--- config.mk ---
export PLATFORM = sky130hd
export DESIGN_NAME = wake_button_gesture_classifier
export DESIGN_NICKNAME = d
export VERILOG_FILES = /design/src/sv/wbgc_pkg.sv /design/src/sv/wbgc_core.sv /design/src/sv/wake_button_gesture_classifier.sv
export SDC_FILE = /design/constraint.sdc
export NUM_CORES = 1
export LEC_CHECK = 0
export BUFFER_PORTS_ARGS = -buffer_cell sky130_fd_sc_hd__buf_2
export CELL_PAD_IN_SITES_DETAIL_PLACEMENT = 1
export CELL_PAD_IN_SITES_GLOBAL_PLACEMENT = 1
export CORE_ASPECT_RATIO = 1.1
export CORE_UTILIZATION = 38
export CTS_CLUSTER_DIAMETER = 150
export DETAILED_ROUTE_END_ITERATION = 10
export PLACE_DENSITY_LB_ADDON = 0.1
export SYNTH_ARGS = -nofsm -noshare
export SYNTH_HDL_FRONTEND = slang
export SYNTH_SLANG_ARGS = --single-unit
--- constraint.sdc ---
create_clock -name clk -period 6.4 [get_ports clk]
set_input_delay 0 -clock clk [delete_from_list [all_inputs] [get_ports clk]]
set_output_delay 0 -clock clk [all_outputs]
set_load 0.1 [all_outputs]
--- src/sv/wbgc_pkg.sv ---
package wbgc_pkg;

  localparam int STAMP_BITS = 16;
  localparam int FIELD_BITS = 16;
  localparam int TIME_BITS = 32;

  localparam int IN_TDATA_BITS = 40;
  localparam int OUT_TDATA_BITS = 40;
  localparam int CFG_INDEX_BITS = 3;
  localparam int CFG_DATA_BITS = 16;

  typedef enum logic [1:0] {
    PH_IDLE,
    PH_WATCH,
    PH_WINDOW
  } phase_t;

  localparam logic [2:0] V_NOT_PRESSED = 3'd0;
  localparam logic [2:0] V_SHORT = 3'd1;
  localparam logic [2:0] V_LONG = 3'd2;
  localparam logic [2:0] V_DOUBLE = 3'd3;
  localparam logic [2:0] V_EARLY = 3'd4;
  localparam logic [2:0] V_NO_SECOND = 3'd5;

  localparam logic [CFG_INDEX_BITS-1:0] REG_SHORT_ALLOWED = 3'd0;
  localparam logic [CFG_INDEX_BITS-1:0] REG_LONG_HOLD_EN = 3'd1;
  localparam logic [CFG_INDEX_BITS-1:0] REG_DOUBLE_CLICK_EN = 3'd2;
  localparam logic [CFG_INDEX_BITS-1:0] REG_REQUIRED_HOLD = 3'd3;
  localparam logic [CFG_INDEX_BITS-1:0] REG_BOUNCE = 3'd4;
  localparam logic [CFG_INDEX_BITS-1:0] REG_DOUBLE_WINDOW = 3'd5;

  localparam logic [15:0] RST_REQUIRED_HOLD = 16'd1000;
  localparam logic [15:0] RST_BOUNCE = 16'd100;
  localparam logic [15:0] RST_DOUBLE_WINDOW = 16'd300;

  typedef struct packed {
    logic        short_allowed;
    logic        long_hold_enabled;
    logic        double_click_enabled;
    logic [15:0] required_hold_ms;
    logic [15:0] bounce_ms;
    logic [15:0] click_window_ms;
  } cfg_t;

  typedef struct packed {
    logic                 action;
    logic [TIME_BITS-1:0] now_ms;
    logic                 button_down;
  } item_t;

  typedef struct packed {
    logic [2:0]            verdict;
    logic [FIELD_BITS-1:0] end_stamp;
    logic [FIELD_BITS-1:0] held_ms;
  } res_t;

  function automatic logic [STAMP_BITS-1:0] sat_stamp(input logic [TIME_BITS-1:0] v);
    logic [TIME_BITS-1:0] lim;
    lim = TIME_BITS'((64'd1 << STAMP_BITS) - 64'd1);
    return (v > lim) ? STAMP_BITS'(lim) : STAMP_BITS'(v);
  endfunction

  function automatic logic [FIELD_BITS-1:0] to_field(input logic [STAMP_BITS-1:0] s);
    return FIELD_BITS'(TIME_BITS'(s));
  endfunction

endpackage

--- src/sv/wbgc_core.sv ---
module wbgc_core (
  input  logic           clk,
  input  logic           rst_n,
  input  logic           fire,
  input  wbgc_pkg::item_t item,
  input  wbgc_pkg::cfg_t  cfg,
  output logic           res_valid,
  output wbgc_pkg::res_t  res
);

  wbgc_pkg::phase_t phase_r, phase_nxt;
  logic [wbgc_pkg::TIME_BITS-1:0]  gate_r, gate_nxt;
  logic [wbgc_pkg::TIME_BITS-1:0]  last_r, last_nxt;
  logic [wbgc_pkg::TIME_BITS-1:0]  rel_r, rel_nxt;
  logic [wbgc_pkg::STAMP_BITS-1:0] held_r, held_nxt;

  logic [wbgc_pkg::TIME_BITS-1:0]  now;
  logic [wbgc_pkg::TIME_BITS-1:0]  gate_eff;
  logic [wbgc_pkg::TIME_BITS-1:0]  since_rel;
  logic [wbgc_pkg::TIME_BITS-1:0]  since_last;
  logic [wbgc_pkg::STAMP_BITS-1:0] held_rel;
  logic [wbgc_pkg::STAMP_BITS-1:0] held_long;
  logic                            watch;

  assign now        = item.now_ms;
  assign gate_eff   = item.action ? gate_r : now;
  assign since_rel  = now - rel_r;
  assign since_last = now - last_r;
  assign held_rel   = wbgc_pkg::sat_stamp(last_r - gate_eff);
  assign held_long  = wbgc_pkg::sat_stamp(now - gate_eff);

  always_comb begin
    phase_nxt     = phase_r;
    gate_nxt      = gate_r;
    last_nxt      = last_r;
    rel_nxt       = rel_r;
    held_nxt      = held_r;
    res_valid     = 1'b0;
    res.verdict   = wbgc_pkg::V_NOT_PRESSED;
    res.end_stamp = wbgc_pkg::to_field(wbgc_pkg::sat_stamp(now));
    res.held_ms   = '0;
    watch         = 1'b0;
    if (fire) begin
      if (!item.action) begin
        gate_nxt  = now;
        phase_nxt = wbgc_pkg::PH_IDLE;
        if (!item.button_down) begin
          res_valid = 1'b1;
        end else if (cfg.short_allowed) begin
          res_valid   = 1'b1;
          res.verdict = wbgc_pkg::V_SHORT;
        end else begin
          phase_nxt = wbgc_pkg::PH_WATCH;
          watch     = 1'b1;
        end
      end else if (phase_r == wbgc_pkg::PH_WINDOW) begin
        if (since_rel >= {16'd0, cfg.click_window_ms}) begin
          res_valid   = 1'b1;
          res.verdict = wbgc_pkg::V_NO_SECOND;
          res.held_ms = wbgc_pkg::to_field(held_r);
        end else if (item.button_down) begin
          res_valid   = 1'b1;
          res.verdict = wbgc_pkg::V_DOUBLE;
          res.held_ms = wbgc_pkg::to_field(held_r);
        end
      end else if (phase_r == wbgc_pkg::PH_WATCH) begin
        watch = 1'b1;
      end

      if (watch) begin
        if (item.button_down) begin
          last_nxt = now;
          if (cfg.long_hold_enabled && now >= {16'd0, cfg.required_hold_ms}) begin
            res_valid   = 1'b1;
            res.verdict = wbgc_pkg::V_LONG;
            res.held_ms = wbgc_pkg::to_field(held_long);
          end
        end else if (since_last >= {16'd0, cfg.bounce_ms}) begin
          if (!cfg.double_click_enabled) begin
            res_valid   = 1'b1;
            res.verdict = wbgc_pkg::V_EARLY;
            res.held_ms = wbgc_pkg::to_field(held_rel);
          end else begin
            held_nxt  = held_rel;
            rel_nxt   = now;
            phase_nxt = wbgc_pkg::PH_WINDOW;
          end
        end
      end

      if (res_valid) begin
        phase_nxt = wbgc_pkg::PH_IDLE;
      end
    end
  end

  always_ff @(posedge clk) begin
    if (!rst_n) begin
      phase_r <= wbgc_pkg::PH_IDLE;
      gate_r  <= '0;
      last_r  <= '0;
      rel_r   <= '0;
      held_r  <= '0;
    end else begin
      phase_r <= phase_nxt;
      gate_r  <= gate_nxt;
      last_r  <= last_nxt;
      rel_r   <= rel_nxt;
      held_r  <= held_nxt;
    end
  end

endmodule

--- src/sv/wake_button_gesture_classifier.sv ---
// out_tvalid rises once the input transfer has passed the input register, then
// the result register.
// Throughput: one button sample per cycle; the gesture state updates as each advances.
// A held result stalls the input only once the input register is full as well.
// Reset: synchronous, active-low rst_n empties both registers, returns the
// gesture state to idle and loads the registers' reset values.
module wake_button_gesture_classifier (
  input  logic                                clk,
  input  logic                                rst_n,
  input  logic                                in_tvalid,
  output logic                                in_tready,
  // [31:0] now_ms, [32] button_down, [39:33] zero
  input  logic [wbgc_pkg::IN_TDATA_BITS-1:0]  in_tdata,
  // [0] action
  input  logic [0:0]                          in_tuser,
  output logic                                out_tvalid,
  input  logic                                out_tready,
  // [2:0] verdict, [18:3] end_stamp, [34:19] held_ms, [39:35] zero
  output logic [wbgc_pkg::OUT_TDATA_BITS-1:0] out_tdata,
  input  logic                                cfg_valid,
  output logic                                cfg_ready,
  input  logic [wbgc_pkg::CFG_INDEX_BITS-1:0] cfg_index,
  input  logic [wbgc_pkg::CFG_DATA_BITS-1:0]  cfg_data
);

  wbgc_pkg::cfg_t  cfg_r;
  wbgc_pkg::item_t item_r;
  wbgc_pkg::res_t  res, res_r;
  logic            item_valid_r;
  logic            out_valid_r;
  logic            advance;
  logic            res_valid;

  assign cfg_ready  = 1'b1;
  assign advance    = item_valid_r && (!out_valid_r || out_tready);
  assign in_tready  = !item_valid_r || advance;
  assign out_tvalid = out_valid_r;
  assign out_tdata  = {5'd0, res_r.held_ms, res_r.end_stamp, res_r.verdict};

  always_ff @(posedge clk) begin
    if (!rst_n) begin
      cfg_r.short_allowed        <= 1'b0;
      cfg_r.long_hold_enabled    <= 1'b1;
      cfg_r.double_click_enabled <= 1'b0;
      cfg_r.required_hold_ms     <= wbgc_pkg::RST_REQUIRED_HOLD;
      cfg_r.bounce_ms            <= wbgc_pkg::RST_BOUNCE;
      cfg_r.click_window_ms      <= wbgc_pkg::RST_DOUBLE_WINDOW;
    end else if (cfg_valid) begin
      case (cfg_index)
        wbgc_pkg::REG_SHORT_ALLOWED:   cfg_r.short_allowed <= cfg_data[0];
        wbgc_pkg::REG_LONG_HOLD_EN:    cfg_r.long_hold_enabled <= cfg_data[0];
        wbgc_pkg::REG_DOUBLE_CLICK_EN: cfg_r.double_click_enabled <= cfg_data[0];
        wbgc_pkg::REG_REQUIRED_HOLD:   cfg_r.required_hold_ms <= cfg_data;
        wbgc_pkg::REG_BOUNCE:          cfg_r.bounce_ms <= cfg_data;
        wbgc_pkg::REG_DOUBLE_WINDOW:   cfg_r.click_window_ms <= cfg_data;
        default: ;
      endcase
    end
  end

  always_ff @(posedge clk) begin
    if (!rst_n) begin
      item_valid_r <= 1'b0;
    end else if (in_tready) begin
      item_valid_r <= in_tvalid;
    end
  end

  always_ff @(posedge clk) begin
    if (in_tready && in_tvalid) begin
      item_r.action      <= in_tuser[0];
      item_r.now_ms      <= in_tdata[31:0];
      item_r.button_down <= in_tdata[32];
    end
  end

  wbgc_core u_core (
    .clk       (clk),
    .rst_n     (rst_n),
    .fire      (advance),
    .item      (item_r),
    .cfg       (cfg_r),
    .res_valid (res_valid),
    .res       (res)
  );

  always_ff @(posedge clk) begin
    if (!rst_n) begin
      out_valid_r <= 1'b0;
    end else if (advance && res_valid) begin
      out_valid_r <= 1'b1;
    end else if (out_tready) begin
      out_valid_r <= 1'b0;
    end
  end

  always_ff @(posedge clk) begin
    if (advance && res_valid) begin
      res_r <= res;
    end
  end

endmodule
==> qor.csv, run 1 <==
stage;metric;value;unit
timing;final.min_clock_period;6.01;ns
power;combPwrFrac;0.247;
synth;synth_top_area_cell;dfxtp_1;
synth;synth-edff-count;69;
power;vdd_drop_max;0.185;mV
synth;synthAdderAreaFrac;0.122;
synth;synth-compound-area-share;0.250;
synth;synth_top_cell_area_share;0.183;
finish;fin_area;21000;um^2
floorplan;start_util;0.388;
synth;yosys_warnings;0;
power;pwr-share-seq;0.355;
route;postRouteAntennaNets;0;
clock_network;cts_num_sinks;236;
synth;synth_area;18300;um^2
floorplan;core-area;47000;um^2
synth;synthCells;2218;
worst_setup_path;timing.rr.start;item_r[1];
synth;ys.flop_type;dfxtp_1;
place;dp_hpwl;48.8;mm
clock_network;clock_latency;0.59;ns
worst_setup_path;worstSetupEndpointType;register;
synth;ys_seq_area_frac;0.296;
floorplan;die_w;211;um
worst_setup_path;critPathMaxFanout;30;
floorplan;rows;83;
synth;synth_top_family_by_area;compound AO/OA/AOI/OAI gates;
floorplan;die-area;49000;um^2
synth;synthMuxAreaShare;0.0407;
timing;finalCritPeriodShare;0.938;
power;switching_share;0.326;
timing;fmax;0.167;GHz
global_routing;overflow;0;
clock_network;clk_pin_slew_worst_paths;0.06;ns
global_routing;grt_max_degree;86;
finish;seqCellArea;5420;um^2
run_status;status;complete, no violations;
synth;ys_ff_latch;236;
power;clockPowerShare;0.398;
power;power.leakage;8.19;nW
hold_path;hp-class;input port to register;
synth;synth-simple-area-share;0.183;
worst_setup_path;slowest_stage;or4_1;
route;viasPerCell;5.70;
timing;finalSetupTns;0;ns
run;drv_cap;0;
worst_setup_path;arrival;6.33;ns
worst_setup_path;cp_cell_sequence;inv_1 -> ha_1 -> fa_1 -> nand2b_1 -> a21oi_1 -> o21ai_0 -> o21a_1 -> xnor2_1 -> ha_1 -> a21oi_1 -> o21ai_0 -> a211o_1 -> o22ai_1 -> o21ai_0 -> or4_1 -> nor4_2 -> a21boi_2 -> o22ai_1 -> a21oi_4 -> buf_12;
worst_setup_path;setup.worst_path.class;register to register;
timing;maxSlewHeadroom;0.339;
finish;antennaDiodeCount;0;
timing;finClkSkew;0.0148;ns
clock_network;cts-resized-gates;0;
synth;syn_avg_cell_area;8.24;um^2
finish;drive_gt1_frac;0.0977;
finish;area_delta_synth_final;14.7;%
timing;hold_violations;0;
route;finalWirelength;63.7;mm
clock_network;cts-buffers-inserted;29;
global_routing;grt_pass1_vias;17300;
global_routing;grt_pass1_wl;99.1;mm
timing;tightest_slew;0.991;ns
finish;nets;2563;
finish;multi_input_area;11800;um^2
route;wl_per_cell;21.4;um
worst_setup_path;cp.required;6.72;ns
timing;setup_viol;0;
synth;synth-async-reset-ratio;0;
floorplan;die_h;232;um
power;power_switching;0.00150;W
clock_network;clk_path_buf_depth;3;
synth;synth_area_leaders;dfxtp_1 18%, ha_1 12%, edfxtp_1 11%;
route;first_iter_violations;799;
clock_network;cts_tree;yes;
floorplan;ios;108;
route;dr_total_vias;17000;
finish;n_fill_cell;5654;
place;place_area;19300;um^2
route;drc;0;
global_routing;grt_use_total;0.259;
route;first_pass_iters;5;
hold_path;hold_path_startpoint;rst_n;
power;powerDensity;220;nW/um^2
worst_setup_path;crit_top_cell;o21ai_0;
worst_setup_path;cpPeakStageDelay;0.50;ns
global_routing;antenna_found_initial;0;
clock_network;cts-root-buf;clkbuf_16;
worst_setup_path;cp-startpoint;item_r[1];
timing;grt_setup_unrepaired;false;
power;p_int;0.00310;W
synth;synth-xor-area-share;0.0470;
timing;maxSlewViolCount;0;
worst_setup_path;critPathLaunchType;register;
place;routabilityCongestion;0.914;
place;portBuffers;94;
synth;synth_cell_types;89;
clock_network;htreeDepth;1;
## state kept, by name (all words and copies together), names as in the netlist
signal	cells
u_core.last_r	32
u_core.gate_r	32
item_valid_r	1
out_tdata	35
u_core.held_r	16
u_core.rel_r	32
item_r	34
u_core.phase_r	2
out_tvalid	1
cfg_r	51
## synthesized netlist by cell type, types with 12 or more instances
cell       instances
a21boi_0          76
dfxtp_1          167
nand4_1           41
o21bai_1          15
o211ai_1          33
nand2b_1          28
nor3_1            25
a211oi_1          15
o211a_1           30
o21ai_0          114
inv_1            145
buf_2             17
ha_1             172
nand2_1          314
clkbuf_1          80
a21oi_1          181
nand3_1           40
a21o_1            45
mux2i_1           71
xor2_1            51
or2_2             17
nor2_1            85
buf_4             12
o21a_1            26
a31oi_1           33
a2111oi_0         12
nor2b_1           47
nor4_1            16
edfxtp_1          69
xnor2_1           47
a221oi_1          20
## power groups by stage
| stage | Combinational [W] | Clock, W | Sequential, W |
|---|---|---|---|
| finish | 0.00114 | 0.00183 | 0.00163 |
| global route | 0.00125 | 0.00193 | 0.00164 |
| CTS | 0.00113 | 0.00188 | 0.00163 |
| detailed placement | 0.00110 | 0 | 0.00166 |
| global placement | 0.00107 | 0 | 0.00166 |
| floorplan | 0.000773 | 0 | 0.00167 |
## cell families after synthesis
logic type | Yosys count
simple gates | 687
buf+inv | 265
xor+xnor | 98
mux | 74
other cells | 2
compound gates | 680
flops | 236
fa+ha+maj | 176
## placed cells by master (no fill, tap or decap), types with 47 or more instances in the layout
cell	instances
dlygate4sd3_1	59
buf_2	93
xor2_1	51
mux2i_1	71
xnor2_1	47
a21oi_1	180
nand2_1	314
ha_1	172
a21boi_0	76
nor2_1	84
inv_1	145
dfxtp_1	167
o21ai_0	114
nor2b_1	47
edfxtp_1	69
## critical path, delay by kind of cell, from the launching register on
family,cells,cell delay (ns)
flops,1,0.37
fa+ha+maj,3,0.95
compound gates,11,2.85
simple gates,3,0.91
buf+inv,2,0.41
xor+xnor,1,0.21
## final cells by class
type	instances	area share
Multi-Input combinational cell	1721	0.563
Sequential cell	236	0.258
Tap cell	637	0.0380
Timing Repair Buffer	189	0.0643
Clock inverter	21	0.0140
Clock buffer	33	0.0358
Inverter	145	0.0260
## final timing paths
path	end	slack [ns]	depth (start not counted)
setup / recovery	out_tdata[30]	0.39	20
hold / removal	u_core.gate_r[3]	0.06	2
setup reg to reg	out_tdata[30]	0.39	20
hold reg to reg	cfg_r[45]	0.47	2
## stage by stage
stage	power [W]	cells	setup WS, ns	hold WS, ns	util
final	0.00460	2982	0.395	0.0619	0.445
after global routing	0.00482	2982	0.102	0.0924	0.445
after CTS	0.00464	2980	0.388	0.0471	0.445
after detailed placement	0.00276	2867	0.425	0.179	0.410
after global placement	0.00274	2867	0.528	0.177	0.410
after floorplan	0.00244	2222	0.669	0.0989	-
## metal layers
layer | vias up | routed length [um] | GRT usage
li1 | 8257 | - | -
met4 | 0 | 1540 | 0.0727
met5 | - | 0 | 0
met2 | 288 | 30900 | 0.455
met1 | 8380 | 29400 | 0.338
met3 | 75 | 1860 | 0.0204
## timing repair
item / 4_1_cts / 5_1_grt
endpoints found under the setup margin: 0 / 32
hold endpoints to repair: 87 / 0
buffers inserted: 0 / 2
hold buffers: 59 / 0
Note: power is estimated with default switching activity, not from simulation.
==> run 2: changes to the inputs <==
--- a/config.mk
+++ b/config.mk
@@ -15,4 +15,5 @@
 export PLACE_DENSITY_LB_ADDON = 0.1
 export SYNTH_ARGS = -nofsm -noshare
 export SYNTH_HDL_FRONTEND = slang
+export SYNTH_HIERARCHICAL = 1
 export SYNTH_SLANG_ARGS = --single-unit
==> run 2 against run 1 <==
Compared with the run above:
- critical path depth increased by 2
- largest power group unchanged
- via count decreased by 0.17%
- sequential share of layout area increased by 0.31 points
- core utilization decreased by 0.23 points
- highest routed layer unchanged
- largest cell class unchanged
==> qor.csv, run 2 <==
stage;metric;value;unit;change
run_status;status;complete, no violations;;unchanged
power;pwr-share-seq;0.367;;was 0.355
finish;layout_commonest_cell;nand2_1;;unchanged
worst_setup_path;path_delay_family;simple AND/OR/NAND/NOR gates;;was compound AO/OA/AOI/OAI gates
worst_setup_path;critPathMaxFanout;16;;was 30
route;finalWirelength;63.9;mm;was 63.7 mm
finish;fin_util;0.443;;was 0.445
finish;drive_gt1_frac;0.0950;;was 0.0977
place;routabilityCongestion;0.882;;was 0.914
timing;maxSlewHeadroom;0.220;;was 0.339
route;drc;0;;unchanged
global_routing;overflow;0;;unchanged
power;powerDensity;213;nW/um^2;was 220 nW/um^2
timing;setup_viol;0;;unchanged
synth;synth_common_cells;359 x nand2_1, 250 x a21oi_1, 172 x ha_1;;was 314 x nand2_1, 181 x a21oi_1, 172 x ha_1
power;clockPowerShare;0.406;;was 0.398
worst_setup_path;worstSetupEndpointType;register;;unchanged
route;postRouteAntennaNets;0;;unchanged
route;viasPerCell;5.67;;was 5.70
clock_network;htreeDepth;1;;unchanged
power;combPwrFrac;0.226;;was 0.247
timing;finalCritPeriodShare;0.938;;about the same
global_routing;grt_pass1_wl;98.7;mm;was 99.1 mm
synth;synth_top_cell_area_share;0.186;;was 0.183
worst_setup_path;reg2reg_to;out_tdata[34];;was out_tdata[30]
timing;finalSetupTns;0;ns;unchanged
worst_setup_path;reg2reg_depth;22;;was 20
floorplan;die-area;48300;um^2;was 49000 um^2
power;p_int;0.00303;W;was 0.00310 W
power;power.leakage;8.02;nW;was 8.19 nW
route;dr_total_vias;17000;;about the same
clock_network;clk_pin_slew_worst_paths;0.06;ns;about the same
synth;ys_ff_latch;236;;unchanged
finish;nets;2618;;was 2563
worst_setup_path;cp_cell_sequence;inv_1 -> ha_1 -> inv_1 -> fa_1 -> a21oi_1 -> nor3_1 -> o311a_1 -> or2_2 -> nand2_1 -> xnor2_1 -> ha_1 -> nand4_1 -> nor3_1 -> o311ai_0 -> o2111ai_1 -> nor4b_1 -> o2111ai_1 -> or4_1 -> o21ai_0 -> nand2_1 -> a41o_1 -> o211a_1;;was inv_1 -> ha_1 -> fa_1 -> nand2b_1 -> a21oi_1 -> o21ai_0 -> o21a_1 -> xnor2_1 -> ha_1 -> a21oi_1 -> o21ai_0 -> a211o_1 -> o22ai_1 -> o21ai_0 -> or4_1 -> nor4_2 -> a21boi_2 -> o22ai_1 -> a21oi_4 -> buf_12
synth;yosysMostFrequentCell;nand2_1;;unchanged
timing;hold_slack;0.0550;ns;was 0.0619 ns
finish;n_fill_cell;5666;;was 5654
synth;synth-async-reset-ratio;0;;unchanged
timing;tightest_slew;1.17;ns;was 0.991 ns
synth;synth_area;18000;um^2;was 18300 um^2
route;first_pass_iters;5;;unchanged
timing;fmax;0.167;GHz;about the same
run;drv_cap;0;;unchanged
synth;synth_top_area_cell;dfxtp_1;;unchanged
worst_setup_path;cp.required;6.75;ns;was 6.72 ns
route;first_iter_violations;850;;was 799
synth;synth_cell_types;87;;was 89
finish;final_cell_mix;359 x nand2_1, 250 x a21oi_1, 172 x ha_1;;was 314 x nand2_1, 180 x a21oi_1, 172 x ha_1
finish;area_delta_synth_final;14.9;%;was 14.7%
power;power_switching;0.00138;W;was 0.00150 W
worst_setup_path;path_buf_inv;2;;unchanged
timing;hold_violations;0;;unchanged
worst_setup_path;timing.rr.start;item_r[1];;unchanged
timing;final.min_clock_period;6.00;ns;was 6.01 ns
synth;ys.flop_type;dfxtp_1;;unchanged
clock_network;clk_path_buf_depth;3;;unchanged
worst_setup_path;setup.worst_path.class;register to register;;unchanged
worst_setup_path;endpoint;out_tdata[34];;was out_tdata[30]
clock_network;postCtsSetupBuffers;0;;unchanged
synth;synthCells;2257;;was 2218
place;portBuffers;94;;unchanged
worst_setup_path;critPathLaunchType;register;;unchanged
worst_setup_path;cp_num_cells;22;;was 20
floorplan;die_w;210;um;was 211 um
global_routing;grt_use_total;0.261;;was 0.259
worst_setup_path;reg2reg_slack;0.40;ns;was 0.39 ns
synth;syn_avg_cell_area;7.98;um^2;was 8.24 um^2
power;vdd_drop_max;0.211;mV;was 0.185 mV
synth;ys_seq_area_frac;0.301;;was 0.296
worst_setup_path;cp-startpoint;item_r[1];;unchanged
floorplan;ios;108;;unchanged
clock_network;cts-root-buf;clkbuf_16;;unchanged
floorplan;start_util;0.386;;was 0.388
timing;finClkSkew;0.0294;ns;was 0.0148 ns
global_routing;antenna_found_initial;1;;was 0
clock_network;cts_tree;yes;;unchanged
clock_network;clock_latency;0.60;ns;was 0.59 ns
clock_network;cts-buffers-inserted;29;;unchanged
worst_setup_path;slowest_stage;or4_1;;unchanged
synth;yosys_warnings;6;;was 0
worst_setup_path;cpPeakStageDelay;0.57;ns;was 0.50 ns
timing;maxSlewViolCount;0;;unchanged
floorplan;core-area;46700;um^2;was 47000 um^2
synth;synth_area_leaders;dfxtp_1 19%, ha_1 12%, edfxtp_1 11%;;was dfxtp_1 18%, ha_1 12%, edfxtp_1 11%
finish;largest_reg_flops;51;;unchanged
power;switching_share;0.313;;was 0.326
timing;grt_setup_unrepaired;false;;unchanged
global_routing;grt_pass1_vias;17500;;was 17300
clock_network;cts_num_sinks;236;;unchanged
synth;synth-edff-count;69;;unchanged
worst_setup_path;arrival;6.35;ns;was 6.33 ns
floorplan;die_h;230;um;was 232 um
place;dp_hpwl;49.0;mm;was 48.8 mm
finish;largest-register;cfg_r;;unchanged
global_routing;grt_max_degree;79;;was 86
hold_path;hp-class;input port to register;;unchanged
route;wl_per_cell;21.3;um;was 21.4 um
finish;antennaDiodeCount;0;;unchanged
floorplan;rows;83;;unchanged
## run 2: cell count changes in the layout (fill, tap and decap cells not counted), sizes merged, moves of 12 or more
cell,previous run,this run
a211oi,15,30
a21boi,78,9
a21oi,182,251
a221oi,22,6
a31oi,33,15
mux2i,71,90
nand2,314,359
nor2,85,123
nor3,25,54
o211a,30,2
o21ai,117,105
xor2,51,32
## run 2: stage by stage
| step | std cells | total power [W] | worst slack, ns | area, um^2 |
|---|---|---|---|---|
| 6_report | 2995 | 0.00441 | 0.398 | 20700 |
| 4_1_cts | 2995 | 0.00444 | 0.372 | 20700 |
| 2_1_floorplan | 2261 | 0.00232 | 0.767 | 18000 |
| 3_5_place_dp | 2883 | 0.00261 | 0.421 | 19100 |
| 3_3_place_gp | 2883 | 0.00258 | 0.473 | 19100 |
| 5_1_grt | 2995 | 0.00462 | 0.0642 | 20700 |
## run 2: worst min path at each step
stage	from	end	slack, ns	cells past startpoint
after floorplan	in_tdata[32]	item_r[0]	0.1	0
after global placement	in_tdata[8]	item_r[9]	0.18	1
after global routing	rst_n	u_core/held_r[5]	0.05	3
final	rst_n	cfg_r[48]	0.06	4
after detailed placement	in_tdata[16]	item_r[17]	0.18	1
after CTS	rst_n	cfg_r[16]	0.01	4
## run 2: layout make-up
type / count / area [um^2] / share of cell area
tap: 595 / 744 / 0.0360
clock buffer: 35 / 779 / 0.0376
clock inverter: 19 / 251 / 0.0121
sequential: 236 / 5420 / 0.262
multi-input combinational: 1768 / 11600 / 0.560
inverter: 153 / 574 / 0.0277
timing repair buffer: 189 / 1350 / 0.0654
## run 2: power by group through the flow
stage | clock network (W) | registers (W) | logic, W
6_report | 0.00179 | 0.00162 | 0.000997
5_1_grt | 0.00190 | 0.00162 | 0.00110
4_1_cts | 0.00184 | 0.00162 | 0.000989
3_5_place_dp | 0 | 0.00165 | 0.000955
3_3_place_gp | 0 | 0.00165 | 0.000935
2_1_floorplan | 0 | 0.00163 | 0.000686
## run 2: repair_timing
item | CTS | global route
endpoints found under the hold margin | 87 | 0
setup endpoints to repair | 0 | 35
hold buffers | 58 | 0
gates resized for setup | 0 | 1
## run 2: kinds of logic after synthesis
group / share of synthesized area
AO/OA/AOI/OAI: 0.218
XOR/XNOR: 0.0394
adder cells (fa/ha/maj): 0.124
buffers and inverters: 0.0589
flip-flops: 0.301
multiplexers: 0.0531
other: 0.000417
AND/OR/NAND/NOR: 0.206
## run 2: worst reg2reg max path, delay by kind of cell, from the launching register on
kind / cells / cell delay [ns]
AO/OA/AOI/OAI: 8 / 2.02
XOR/XNOR: 1 / 0.13
adder cells (fa/ha/maj): 3 / 0.83
buffers and inverters: 2 / 0.17
flip-flops: 1 / 0.44
AND/OR/NAND/NOR: 8 / 2.15
## run 2: routing by layer
metal	global-route usage	share of wire	vias to the layer above	routed length [um]
met2	0.464	0.48	266	31000
met1	0.331	0.46	8286	29200
li1	-	-	8324	-
met4	0.0794	0.027	0	1710
met3	0.0265	0.032	95	2050
met5	0	0	-	0
